--- src/rtl/core/bse_pkg.sv ---
// Shared types, register codes and the Li-ion discharge curve for the SoC estimator.
package bse_pkg;

	// Configuration register indexes
	typedef enum logic [2:0] {
		CFG_OFFSET   = 3'd0,
		CFG_CLAMP_MIN = 3'd1,
		CFG_CLAMP_MAX = 3'd2,
		CFG_CRITICAL = 3'd3,
		CFG_VERY_LOW = 3'd4,
		CFG_LOW      = 3'd5
	} cfg_reg_t;

	typedef enum logic [1:0] {
		LVL_CRITICAL = 2'd0,
		LVL_VERY_LOW = 2'd1,
		LVL_LOW      = 2'd2,
		LVL_NORMAL   = 2'd3
	} level_t;

	// Field widths
	localparam int unsigned SAMPLE_W = 12;
	localparam int unsigned OFFSET_W = 11;
	localparam int unsigned MV_W     = 14;
	localparam int unsigned PCT_W    = 7;
	localparam int unsigned LEVEL_W  = 2;
	localparam int unsigned CFG_IDX_W  = 3;
	localparam int unsigned CFG_DATA_W = 14;
	localparam int unsigned IN_TDATA_W  = 16;
	localparam int unsigned OUT_TDATA_W = 40;

	// Register reset values
	localparam logic signed [OFFSET_W-1:0] OFFSET_RST = 11'sd163;
	localparam logic [MV_W-1:0]  CLAMP_MIN_RST = 14'd3000;
	localparam logic [MV_W-1:0]  CLAMP_MAX_RST = 14'd4200;
	localparam logic [PCT_W-1:0] CRITICAL_RST  = 7'd5;
	localparam logic [PCT_W-1:0] VERY_LOW_RST  = 7'd10;
	localparam logic [PCT_W-1:0] LOW_RST       = 7'd20;

	// Discharge curve
	localparam int unsigned KNOTS    = 12;
	localparam int unsigned SEG_W    = 4;
	localparam int unsigned DELTA_W  = 8;   // widest knot span is 200 mV
	localparam int unsigned MAX_RISE = 10;  // widest percent step between knots
	localparam int unsigned QUO_W    = 4;
	localparam int unsigned NUM_W    = 12;  // span * MAX_RISE fits

	localparam logic [MV_W-1:0] KNOT_MV [KNOTS] = '{
		14'd3300, 14'd3500, 14'd3600, 14'd3700, 14'd3750, 14'd3800,
		14'd3850, 14'd3900, 14'd3950, 14'd4000, 14'd4100, 14'd4200
	};
	localparam logic [PCT_W-1:0] KNOT_PCT [KNOTS] = '{
		7'd0, 7'd5, 7'd10, 7'd20, 7'd30, 7'd40,
		7'd50, 7'd60, 7'd70, 7'd80, 7'd90, 7'd100
	};

endpackage

--- src/rtl/core/bse_soc_lookup.sv ---
// Piecewise-linear voltage to state-of-charge conversion over the fixed knot table.
module bse_soc_lookup (
	input  logic [bse_pkg::MV_W-1:0]  mv,
	output logic [bse_pkg::PCT_W-1:0] pct
);

	logic [bse_pkg::SEG_W-1:0]   seg;
	logic [bse_pkg::SEG_W-1:0]   seg_lo;
	logic [bse_pkg::MV_W-1:0]    span_full;
	logic [bse_pkg::MV_W-1:0]    delta_full;
	logic [bse_pkg::DELTA_W-1:0] span;
	logic [bse_pkg::DELTA_W-1:0] delta;
	logic [bse_pkg::PCT_W-1:0]   rise;
	logic [bse_pkg::NUM_W-1:0]   num;
	logic [bse_pkg::QUO_W-1:0]   quo;
	logic                        below_first;

	// Find the first knot above the voltage
	always_comb begin
		seg = bse_pkg::SEG_W'(bse_pkg::KNOTS - 1);
		for (int i = bse_pkg::KNOTS - 1; i >= 1; i--) begin
			if (mv < bse_pkg::KNOT_MV[i]) begin
				seg = bse_pkg::SEG_W'(i);
			end
		end
	end

	assign seg_lo      = seg - bse_pkg::SEG_W'(1);
	assign below_first = (mv <= bse_pkg::KNOT_MV[0]);
	assign span_full   = bse_pkg::KNOT_MV[seg] - bse_pkg::KNOT_MV[seg_lo];
	assign delta_full  = mv - bse_pkg::KNOT_MV[seg_lo];
	assign span        = span_full[bse_pkg::DELTA_W-1:0];
	assign delta       = delta_full[bse_pkg::DELTA_W-1:0];
	assign rise        = bse_pkg::KNOT_PCT[seg] - bse_pkg::KNOT_PCT[seg_lo];
	assign num         = bse_pkg::NUM_W'(delta) * bse_pkg::NUM_W'(rise)
	                   + bse_pkg::NUM_W'(span >> 1);

	// Quotient never exceeds the step, so count span multiples in parallel
	always_comb begin
		quo = '0;
		for (int j = 1; j <= bse_pkg::MAX_RISE; j++) begin
			if (num >= bse_pkg::NUM_W'(j) * bse_pkg::NUM_W'(span)) begin
				quo = quo + bse_pkg::QUO_W'(1);
			end
		end
	end

	always_comb begin
		priority if (below_first) begin
			pct = bse_pkg::KNOT_PCT[0];
		end else if (mv >= bse_pkg::KNOT_MV[bse_pkg::KNOTS-1]) begin
			pct = bse_pkg::KNOT_PCT[bse_pkg::KNOTS-1];
		end else begin
			pct = bse_pkg::KNOT_PCT[seg_lo] + bse_pkg::PCT_W'(quo);
		end
	end

endmodule

--- src/rtl/core/battery_soc_estimator.sv ---
// Battery state-of-charge estimator: EMA filter, divider scaling, clamp, SoC lookup, level.
//
//  channel   | dir | handshake                     | payload
//  s_axis    | in  | s_axis_tvalid / s_axis_tready | adc_sample_mv
//  m_axis    | out | m_axis_tvalid / m_axis_tready | filtered, battery mV, percent, level
//  cfg       | in  | cfg_valid / cfg_ready         | cfg_index, cfg_data
//
// One sample per cycle sustained while m_axis is not stalled; a taken beat passes through the
// input register, then EMA/scale/clamp into stage 2, then lookup/level into the output register.
// arst_n clears all valid flags, the EMA state and the configuration registers to their defaults.
// A stall on m_axis holds the output register; upstream stages keep filling until full.
// cfg_ready is always high; a write updates its register in the following cycle.
module battery_soc_estimator #(
	parameter int unsigned ADC_BITS    = 12,
	parameter int unsigned FRAC_BITS   = 8,
	parameter int unsigned ALPHA_SHIFT = 2
) (
	input  logic clk,
	input  logic arst_n,

	input  logic                                  s_axis_tvalid,
	output logic                                  s_axis_tready,
	input  logic [bse_pkg::IN_TDATA_W-1:0]        s_axis_tdata,  // [11:0] adc_sample_mv

	output logic                                  m_axis_tvalid,
	input  logic                                  m_axis_tready,
	// [11:0] filtered_adc_mv, [25:12] batt_mv, [32:26] charge_percent, [34:33] charge_level
	output logic [bse_pkg::OUT_TDATA_W-1:0]       m_axis_tdata,

	input  logic                                  cfg_valid,
	output logic                                  cfg_ready,
	input  logic [bse_pkg::CFG_IDX_W-1:0]         cfg_index,
	input  logic [bse_pkg::CFG_DATA_W-1:0]        cfg_data
);

	localparam int unsigned ACC_W  = ADC_BITS + FRAC_BITS;
	localparam int unsigned EXT_W  = (ADC_BITS > bse_pkg::SAMPLE_W) ? ADC_BITS : bse_pkg::SAMPLE_W;
	localparam int unsigned BATT_W = EXT_W + 3;
	localparam logic [ACC_W-1:0]   HALF_LSB   = ACC_W'(1) << (FRAC_BITS - 1);
	localparam logic [ACC_W+1:0]   TRUNC_BIAS = (ACC_W+2)'((1 << ALPHA_SHIFT) - 1);
	localparam logic [ACC_W-1:0]   MAX_TARGET = {{ADC_BITS{1'b1}}, {FRAC_BITS{1'b0}}};

	// Configuration registers
	logic signed [bse_pkg::OFFSET_W-1:0] offset_q;
	logic [bse_pkg::MV_W-1:0]            clamp_min_q;
	logic [bse_pkg::MV_W-1:0]            clamp_max_q;
	logic [bse_pkg::PCT_W-1:0]           critical_q;
	logic [bse_pkg::PCT_W-1:0]           very_low_q;
	logic [bse_pkg::PCT_W-1:0]           low_q;

	assign cfg_ready = 1'b1;

	always_ff @(posedge clk or negedge arst_n) begin
		if (!arst_n) begin
			offset_q    <= bse_pkg::OFFSET_RST;
			clamp_min_q <= bse_pkg::CLAMP_MIN_RST;
			clamp_max_q <= bse_pkg::CLAMP_MAX_RST;
			critical_q  <= bse_pkg::CRITICAL_RST;
			very_low_q  <= bse_pkg::VERY_LOW_RST;
			low_q       <= bse_pkg::LOW_RST;
		end else if (cfg_valid && cfg_ready) begin
			unique case (cfg_index)
				bse_pkg::CFG_OFFSET:    offset_q    <= $signed(cfg_data[bse_pkg::OFFSET_W-1:0]);
				bse_pkg::CFG_CLAMP_MIN: clamp_min_q <= cfg_data;
				bse_pkg::CFG_CLAMP_MAX: clamp_max_q <= cfg_data;
				bse_pkg::CFG_CRITICAL:  critical_q  <= cfg_data[bse_pkg::PCT_W-1:0];
				bse_pkg::CFG_VERY_LOW:  very_low_q  <= cfg_data[bse_pkg::PCT_W-1:0];
				bse_pkg::CFG_LOW:       low_q       <= cfg_data[bse_pkg::PCT_W-1:0];
				default: ;
			endcase
		end
	end

	// Stage advance: each stage moves when empty or when the next one moves
	logic v_s1, v_s2, out_v_q;
	logic adv_out, adv_s2, adv_s1;

	assign adv_out       = !out_v_q || m_axis_tready;
	assign adv_s2        = !v_s2 || adv_out;
	assign adv_s1        = !v_s1 || adv_s2;
	assign s_axis_tready = adv_s1;
	assign m_axis_tvalid = out_v_q;

	always_ff @(posedge clk or negedge arst_n) begin
		if (!arst_n) begin
			v_s1    <= 1'b0;
			v_s2    <= 1'b0;
			out_v_q <= 1'b0;
		end else begin
			if (adv_s1)  v_s1    <= s_axis_tvalid;
			if (adv_s2)  v_s2    <= v_s1;
			if (adv_out) out_v_q <= v_s2;
		end
	end

	// Input register
	logic [EXT_W-1:0]    in_ext;
	logic [ADC_BITS-1:0] sample_s1;

	assign in_ext = EXT_W'(s_axis_tdata[bse_pkg::SAMPLE_W-1:0]);

	always_ff @(posedge clk) begin
		if (s_axis_tvalid && s_axis_tready) begin
			sample_s1 <= in_ext[ADC_BITS-1:0];
		end
	end

	// EMA update: step truncates toward zero, so bias negative differences
	logic [ACC_W-1:0]        acc_q;
	logic                    loaded_q;
	logic [ACC_W-1:0]        target;
	logic signed [ACC_W+1:0] diff;
	logic signed [ACC_W+1:0] bias;
	logic signed [ACC_W+1:0] step;
	logic signed [ACC_W+1:0] acc_sum;
	logic [ACC_W-1:0]        acc_next;
	logic [ACC_W-1:0]        acc_rnd;
	logic [ADC_BITS-1:0]     filt;
	logic [EXT_W-1:0]        filt_ext;
	logic signed [BATT_W-1:0] batt_raw;
	logic [bse_pkg::MV_W-1:0] batt_clamped;
	logic                    ema_adv;

	assign ema_adv  = v_s1 && adv_s2;
	assign target   = {sample_s1, {FRAC_BITS{1'b0}}};
	assign diff     = $signed({2'b00, target}) - $signed({2'b00, acc_q});
	assign bias     = diff[ACC_W+1] ? $signed(TRUNC_BIAS) : '0;
	assign step     = (diff + bias) >>> ALPHA_SHIFT;
	assign acc_sum  = $signed({2'b00, acc_q}) + step;
	assign acc_next = loaded_q ? acc_sum[ACC_W-1:0] : target;
	assign acc_rnd  = acc_next + HALF_LSB;
	assign filt     = acc_rnd[ACC_W-1:FRAC_BITS];
	assign filt_ext = EXT_W'(filt);
	assign batt_raw = $signed(BATT_W'(filt_ext) + (BATT_W'(filt_ext) << 1))
	                + BATT_W'(offset_q);

	// Minimum is tested first, so with inverted bounds below min gives min and anything else gives max
	always_comb begin
		priority if (batt_raw < $signed(BATT_W'(clamp_min_q))) begin
			batt_clamped = clamp_min_q;
		end else if (batt_raw > $signed(BATT_W'(clamp_max_q))) begin
			batt_clamped = clamp_max_q;
		end else begin
			batt_clamped = batt_raw[bse_pkg::MV_W-1:0];
		end
	end

	always_ff @(posedge clk or negedge arst_n) begin
		if (!arst_n) begin
			acc_q    <= '0;
			loaded_q <= 1'b0;
		end else if (ema_adv) begin
			acc_q    <= acc_next;
			loaded_q <= 1'b1;
		end
	end

	logic [bse_pkg::SAMPLE_W-1:0] filt_s2;
	logic [bse_pkg::MV_W-1:0]     batt_s2;

	always_ff @(posedge clk) begin
		if (ema_adv) begin
			filt_s2 <= filt_ext[bse_pkg::SAMPLE_W-1:0];
			batt_s2 <= batt_clamped;
		end
	end

	// Lookup and level
	logic [bse_pkg::PCT_W-1:0] pct;
	bse_pkg::level_t           level;

	bse_soc_lookup u_lookup (
		.mv  (batt_s2),
		.pct (pct)
	);

	always_comb begin
		priority if (pct <= critical_q) begin
			level = bse_pkg::LVL_CRITICAL;
		end else if (pct <= very_low_q) begin
			level = bse_pkg::LVL_VERY_LOW;
		end else if (pct <= low_q) begin
			level = bse_pkg::LVL_LOW;
		end else begin
			level = bse_pkg::LVL_NORMAL;
		end
	end

	logic [bse_pkg::SAMPLE_W-1:0] filt_q;
	logic [bse_pkg::MV_W-1:0]     batt_q;
	logic [bse_pkg::PCT_W-1:0]    pct_q;
	bse_pkg::level_t              level_q;

	always_ff @(posedge clk) begin
		if (v_s2 && adv_out) begin
			filt_q  <= filt_s2;
			batt_q  <= batt_s2;
			pct_q   <= pct;
			level_q <= level;
		end
	end

	assign m_axis_tdata = {5'b00000, level_q, pct_q, batt_q, filt_q};

	// Checks
	a_acc_range: assert property (@(posedge clk) disable iff (!arst_n)
		acc_q <= MAX_TARGET)
		else $error("EMA accumulator above largest target");

	a_unloaded_zero: assert property (@(posedge clk) disable iff (!arst_n)
		!loaded_q |-> acc_q == '0)
		else $error("EMA accumulator moved before first sample");

	a_pct_range: assert property (@(posedge clk) disable iff (!arst_n)
		out_v_q |-> pct_q <= bse_pkg::KNOT_PCT[bse_pkg::KNOTS-1])
		else $error("charge percent above full scale");

	a_load_on_move: assert property (@(posedge clk) disable iff (!arst_n)
		ema_adv |=> loaded_q && v_s2)
		else $error("sample left input stage without EMA update");

endmodule

--- config.mk ---
export PLATFORM = sky130hd
export DESIGN_NAME = battery_soc_estimator
export DESIGN_NICKNAME = d
export VERILOG_FILES = /design/src/rtl/core/bse_pkg.sv /design/src/rtl/core/bse_soc_lookup.sv /design/src/rtl/core/battery_soc_estimator.sv
export SDC_FILE = /design/constraint.sdc
export NUM_CORES = 1
export LEC_CHECK = 0
export ABC_AREA = 1
export ABC_CLOCK_PERIOD_IN_PS = 16600
export BUFFER_PORTS_ARGS = -buffer_cell sky130_fd_sc_hd__buf_2
export CAP_MARGIN = 20
export CORE_MARGIN = 1.5
export CORE_UTILIZATION = 64
export CTS_CLUSTER_SIZE = 24
export DETAILED_ROUTE_END_ITERATION = 8
export GPL_TIMING_DRIVEN = 0
export PLACE_DENSITY = 0.83
export SLEW_MARGIN = 20
export SYNTH_ARGS = -nofsm -noshare
export SYNTH_HDL_FRONTEND = slang
export SYNTH_SLANG_ARGS = --single-unit
--- constraint.sdc ---
create_clock -name clk -period 16.6 [get_ports clk]
set_clock_uncertainty 0.1 [all_clocks]
set_input_delay 0.83 -clock clk [delete_from_list [all_inputs] [get_ports clk]]
set_output_delay 0.83 -clock clk [all_outputs]
set_load 0.005 [all_outputs]
# Yosys cells after proc, flatten, opt, wreduce, memory -nomap -nowiden
# Memories as Yosys holds them, arrays and structs flattened.
# Index checks and enable logic that the tools add are counted.
# totals
ff_bits	157
output_inout_bits	43
mem_count	4
romBits	672
word_cells	140
# memory_table
name	words	width	rd	rd_clocked_by_memory_dff	wr	line_no	text
(name not given)	16	14	1	0	0	bse_soc_lookup.sv:30	assign span_full = bse_pkg::KNOT_MV[seg] - bse_pkg::KNOT_MV[seg_lo];
(name not given)	16	14	1	0	0	bse_soc_lookup.sv:30	
(name not given)	16	7	1	0	0	bse_soc_lookup.sv:34	assign rise = bse_pkg::KNOT_PCT[seg] - bse_pkg::KNOT_PCT[seg_lo];
(name not given)	16	7	1	0	0	bse_soc_lookup.sv:34	
# op_classes
magnitude_cmp	29
n_addsub	21
eq_ne	5
n_mux	36
bitwise_logic	2
n_reduce_logical	17
mul	7
# op_table
operator	n
$lt 14x12->1 const B	9
$mux 4	18
$ge 12x11->1	4
$mux 7	6
$mul 3x8->11 const A	3
$add 4x1->4 const B	8
$mux 8	4
$mux 14	2
$ge 12x10->1	2
$ge 12x12->1	2
$add 21x3->22	1
$le 7x7->1	3
$sub 20x20->21	1
$add 20x20->20	1
$add 20x8->20 const B	1
$mul 2x8->10 const A	2
$mux 20	1
$sub 8x8->8	2
$add 15x11->15	1
$gt 15x15->1	1
$lt 15x15->1	1
$add 12x13->14	1
$ge 14x13->1 const B	1
$le 14x12->1 const B	1
other kinds (23)	41

# Depth between registers and ports, before layout
# depth
word_depth	45
depth_mapped	97
depth_no_buf	96

# By module
# Synthesis repeated with hierarchy kept, for this count alone.
# unflattened
hier_cells	2564
area_unflattened_um2	18671.7
# by_module_without_submodules
mod	area_per_inst_um2	seq_area_each_um2	instances	cells_each
battery_soc_estimator	11323.4	4320.4	1	1481
bse_soc_lookup	7348.3	0.0	1	1083

# Least setup slack after synthesis
# OpenSTA, ideal clock, no wires.
# synth_timing
kind	reg-to-reg
start	register batt_s2[13] (netlist bit)
end	register level_q[0], data pin
stages_incl_launch_ff	85
setup_slack_ns	2.102
n_path_buf	0
setup_ns	0.265
required_time_ns	16.235
t_arrival_ns	14.132
cell_sequence	edfxtp_1 -> nor2_8 -> nand2_4 -> nor2_1 -> nand4_1 -> nand2_4 -> nand2_1 -> nand2_1 -> nand2_1 -> nand2_1 -> nand2_2 -> nand2_1 -> nand2_2 -> inv_1 -> ha_1 -> inv_1 -> ha_1 -> inv_1 -> [49 not listed] -> nand2_1 -> nand2_1 -> nand2_1 -> inv_1 -> ha_1 -> nand2_1 -> o21a_1 -> fa_1 -> o21ai_0 -> nand3b_1 -> xor2_1 -> nand2_1 -> ha_1 -> nand2_1 -> nor2_1 -> nand2_1 -> a32oi_1 -> a21oi_1
# synth_between
elab_chain_cells	45
# synth_lines
item	line_no	text
start, declared	battery_soc_estimator.sv:159	logic [bse_pkg::MV_W-1:0] batt_s2;
start signal, assigned	battery_soc_estimator.sv:164	batt_s2 <= batt_clamped;
$lt 14x13->1	bse_soc_lookup.sv:22	if (mv < bse_pkg::KNOT_MV[i]) begin
$mux 1	bse_soc_lookup.sv:22	
$mux 4 (9 in a row)	bse_soc_lookup.sv:22	
$sub 4x1->4	bse_soc_lookup.sv:28	assign seg_lo = seg - bse_pkg::SEG_W'(1);
$not 4->5 (not written as such)	--	
$mem_v2 16x14 or $mem_v2 16x7 (tied branches)	--	
$mux 8 (not written as such) or $mux 7 (tied branches) (2 in a row)	bse_soc_lookup.sv:31, bse_soc_lookup.sv:34	
$sub 8x8->8 or $sub 7x7->7 (tied branches)	bse_soc_lookup.sv:31, bse_soc_lookup.sv:34	
[21 not listed]	--	
$mux 4	bse_soc_lookup.sv:42	if (num >= bse_pkg::NUM_W'(j) * bse_pkg::NUM_W'(span)) begin
$add 7x4->7	bse_soc_lookup.sv:54	pct = bse_pkg::KNOT_PCT[seg_lo] + bse_pkg::PCT_W'(quo);
$mux 7	bse_soc_lookup.sv:51	end else if (mv >= bse_pkg::KNOT_MV[bse_pkg::KNOTS-1]) begin
$mux 7 *	bse_soc_lookup.sv:49	priority if (below_first) begin
named net pct, one bit	battery_soc_estimator.sv:169	logic [bse_pkg::PCT_W-1:0] pct;
$le 7x7->1	battery_soc_estimator.sv:182	end else if (pct <= low_q) begin
$mux 1	battery_soc_estimator.sv:182	
$mux 1	battery_soc_estimator.sv:180	end else if (pct <= very_low_q) begin
end signal, assigned	battery_soc_estimator.sv:199	level_q <= level;
end, declared	battery_soc_estimator.sv:192	bse_pkg::level_t level_q;
# The timed path passes the listed nets; every way through them passes the cells marked *. The select of a mux whose other input is x is not followed.
# A chain may end at the register's enable or synchronous reset.

# Final worst setup path
# Ends and elaborated chain as after synthesis.

==> metrics.txt <==
GRT overflow 0; Fill cells 2040; drt first pass iters 9; Register Area 4320 sq um; Slew @ Worst Pin 1.07 ns; vias in the first global route roughly 15000; most frequent cells in the layout 392 x inv_1, 372 x nand2_1, 271 x ha_1, 166 x nor2_1, 150 x o21ai_0; share of cells above drive strength 1 11.3%; CP max FO 10; commonest non-fill, non-tap cell in the layout inv_1; Crit path top cell by count nand2_1; Slowest-stage cell, CP fa_1; GP Congestion approximately 0.94; DRC 2; Setup crit end kind flip-flop; Initial Util between 60% and 70%; top_reg_cell synth edfxtp_1; first-pass GRT wire length 69200 um; Yosys cell types 65; register area share after synthesis 25.3%; Final Cycle Share 94.4%; core area around 26000 sq um; Multi-input gate area around 11000 sq um; Post-synth ARST share 53.5%; R2R cell count 84; pin count of the biggest net entering global routing 53; clock latency on the worst-skew pair 0.43 ns; area delta synth->final 10.1%; FMAX roughly 64 MHz; origin of the worst setup path batt_s2[13]; Final setup viols 0; DRT antenna net count 0; Syn Std Cell Area 17100 sq um; leading area contributor after synthesis ha_1; worst setup path end level_q[0]; clk buf depth 2; DR vias approximately 15000; CTS tree done; Num CTS Buffers 17; initial antenna violation count 0; final hold violations 0; antenna cells 0; CTS Hold Bufs 0; Util after Layout around 72%; detail-routed net length per standard cell roughly 16 um; synth warn 0; clock sink total ~160; slowest stage delay, CP ~0.56 ns; Chip Width about 170 um; FF-to-FF Start batt_s2[13]; Critical Path AT approximately 16 ns; clk root buf clkbuf_16; CTS H-Tree Depth 4; Worst Hold Class input pin to asynchronous set/reset pin; Synth area leaders ha_1 20%, edfxtp_1 13%, dfrtp_1 9.2%; y dimension of the die 166 um; reg-to-reg endpoint level_q[0]; synthesized instance count 2175; Period minus WS final 15.68 ns; area share of the largest cell type after synthesis around 20%; GRT Total Usage 30.4%; Max Slew Vio Count 0; final WL around 41000 um; critical path class flip-flop to flip-flop; Starting DRT DRC Count about 1100; outcome finished, violations left; max_slew headroom 28.3%; io pins about 80; HPWL after DPL 32400 um; Final nets 2646; PortBufs 70; #FFs+latches synth between 150 and 200; CP required roughly 17 ns; Die Area about 28000 sq um; Cell Rows 59; R2R Setup Slk between 0.9 and 1 ns; Syn Area/Cell roughly 7.9 sq um; Reg clk slew, reported paths ~0.07 ns; Max Cap Violations 0; Post-synth EDFFs 73; type of origin of the critical path flip-flop; failing checks DRC; Final TNS setup 0 ns; Vias/cell about 5.7
## critical path: cells and delay by family (launching register included)
kind                       cells  cell delay [ns]
and+or+nand+nor               39             5.28
xor gates and xnor gates       4             0.56
adders and majority gates     17             6.06
DFF                            1             0.52
AOI/OAI and AO/OA             12             1.86
buffers and inverters         12             0.98
## timing repair
item                       CTS  global route
resized for setup            2            30
pin swaps                    0             2
buffers inserted             0            13
setup endpoints to repair    2             7
cloned                       0             0
## area by class of cell
type	instances	area share [%]
Clock inverter	15	0.745
Sequential cell	157	23.0
Tap cell	335	2.23
Timing Repair Buffer	87	2.89
Buffer	26	0.692
Multi-Input combinational cell	1591	60.1
Inverter	405	8.10
Clock buffer	17	2.26
## flip-flops by register name, summed over array words and instances, names as in the netlist, 11 cells and up
signal / cells
clamp_max_q: 14
batt_s2: 14
batt_q: 14
acc_q: 20
offset_q: 11
sample_s1: 12
filt_s2: 12
filt_q: 12
clamp_min_q: 14
## how the worst min path moves through the flow
stage	end	slack, ns	cells past startpoint
final	acc_q[14]	0.26	1
after global routing	acc_q[14]	0.29	1
after CTS	acc_q[14]	0.27	1
after detailed placement	filt_q[5]	0.31	0
after global placement	filt_q[4]	0.30	0
after floorplan	filt_q[0]	0.30	0
## kinds of logic after synthesis
logic type / count (synthesis) / share of synthesized area (%)
AO/OA/AOI/OAI: 405 / 13.5
XOR/XNOR: 116 / 6.23
adder cells (fa/ha/maj): 323 / 25.9
buffers and inverters: 431 / 9.66
flip-flops: 157 / 25.3
other: 2 / 0.0440
AND/OR/NAND/NOR: 741 / 19.4
## synthesized netlist by cell type, drive strengths merged (4+ instances only)
cell type / n
a21o: 17
o31ai: 4
o221ai: 6
xor2: 82
o21ai: 166
a31oi: 11
fa: 51
nand4: 21
nor2: 177
a21oi: 140
nand3b: 4
inv: 404
buf: 8
dfstp: 21
xnor2: 33
o21bai: 12
o21a: 5
nor3: 15
or2: 14
nand2: 401
o211ai: 5
o22ai: 23
edfxtp: 73
ha: 272
nor4: 4
clkbuf: 18
nand3: 101
dfrtp: 63
## stage by stage
stage	std cells	setup slack, ns	instance area [sq um]	hold slack [ns]
after floorplan	2179	2.10	17100	0.300
after global placement	2584	0.296	17900	0.302
after detailed placement	2588	-0.0863	18000	0.306
after CTS	2620	0.0310	18600	0.270
after global routing	2633	-0.0900	18800	0.293
final	2633	0.925	18800	0.261
## metal layers
layer / track usage [%] / vias up / routed length (um)
met5: 0 / - / 0
met4: 10.9 / 0 / 1160
met3: 3.53 / 93 / 2020
met2: 56.0 / 401 / 20800
met1: 36.5 / 7007 / 17300
li1: - / 7380 / -
Power is not shown: default switching activity piles up to over one toggle a cycle in this logic, so the estimate is an artifact.
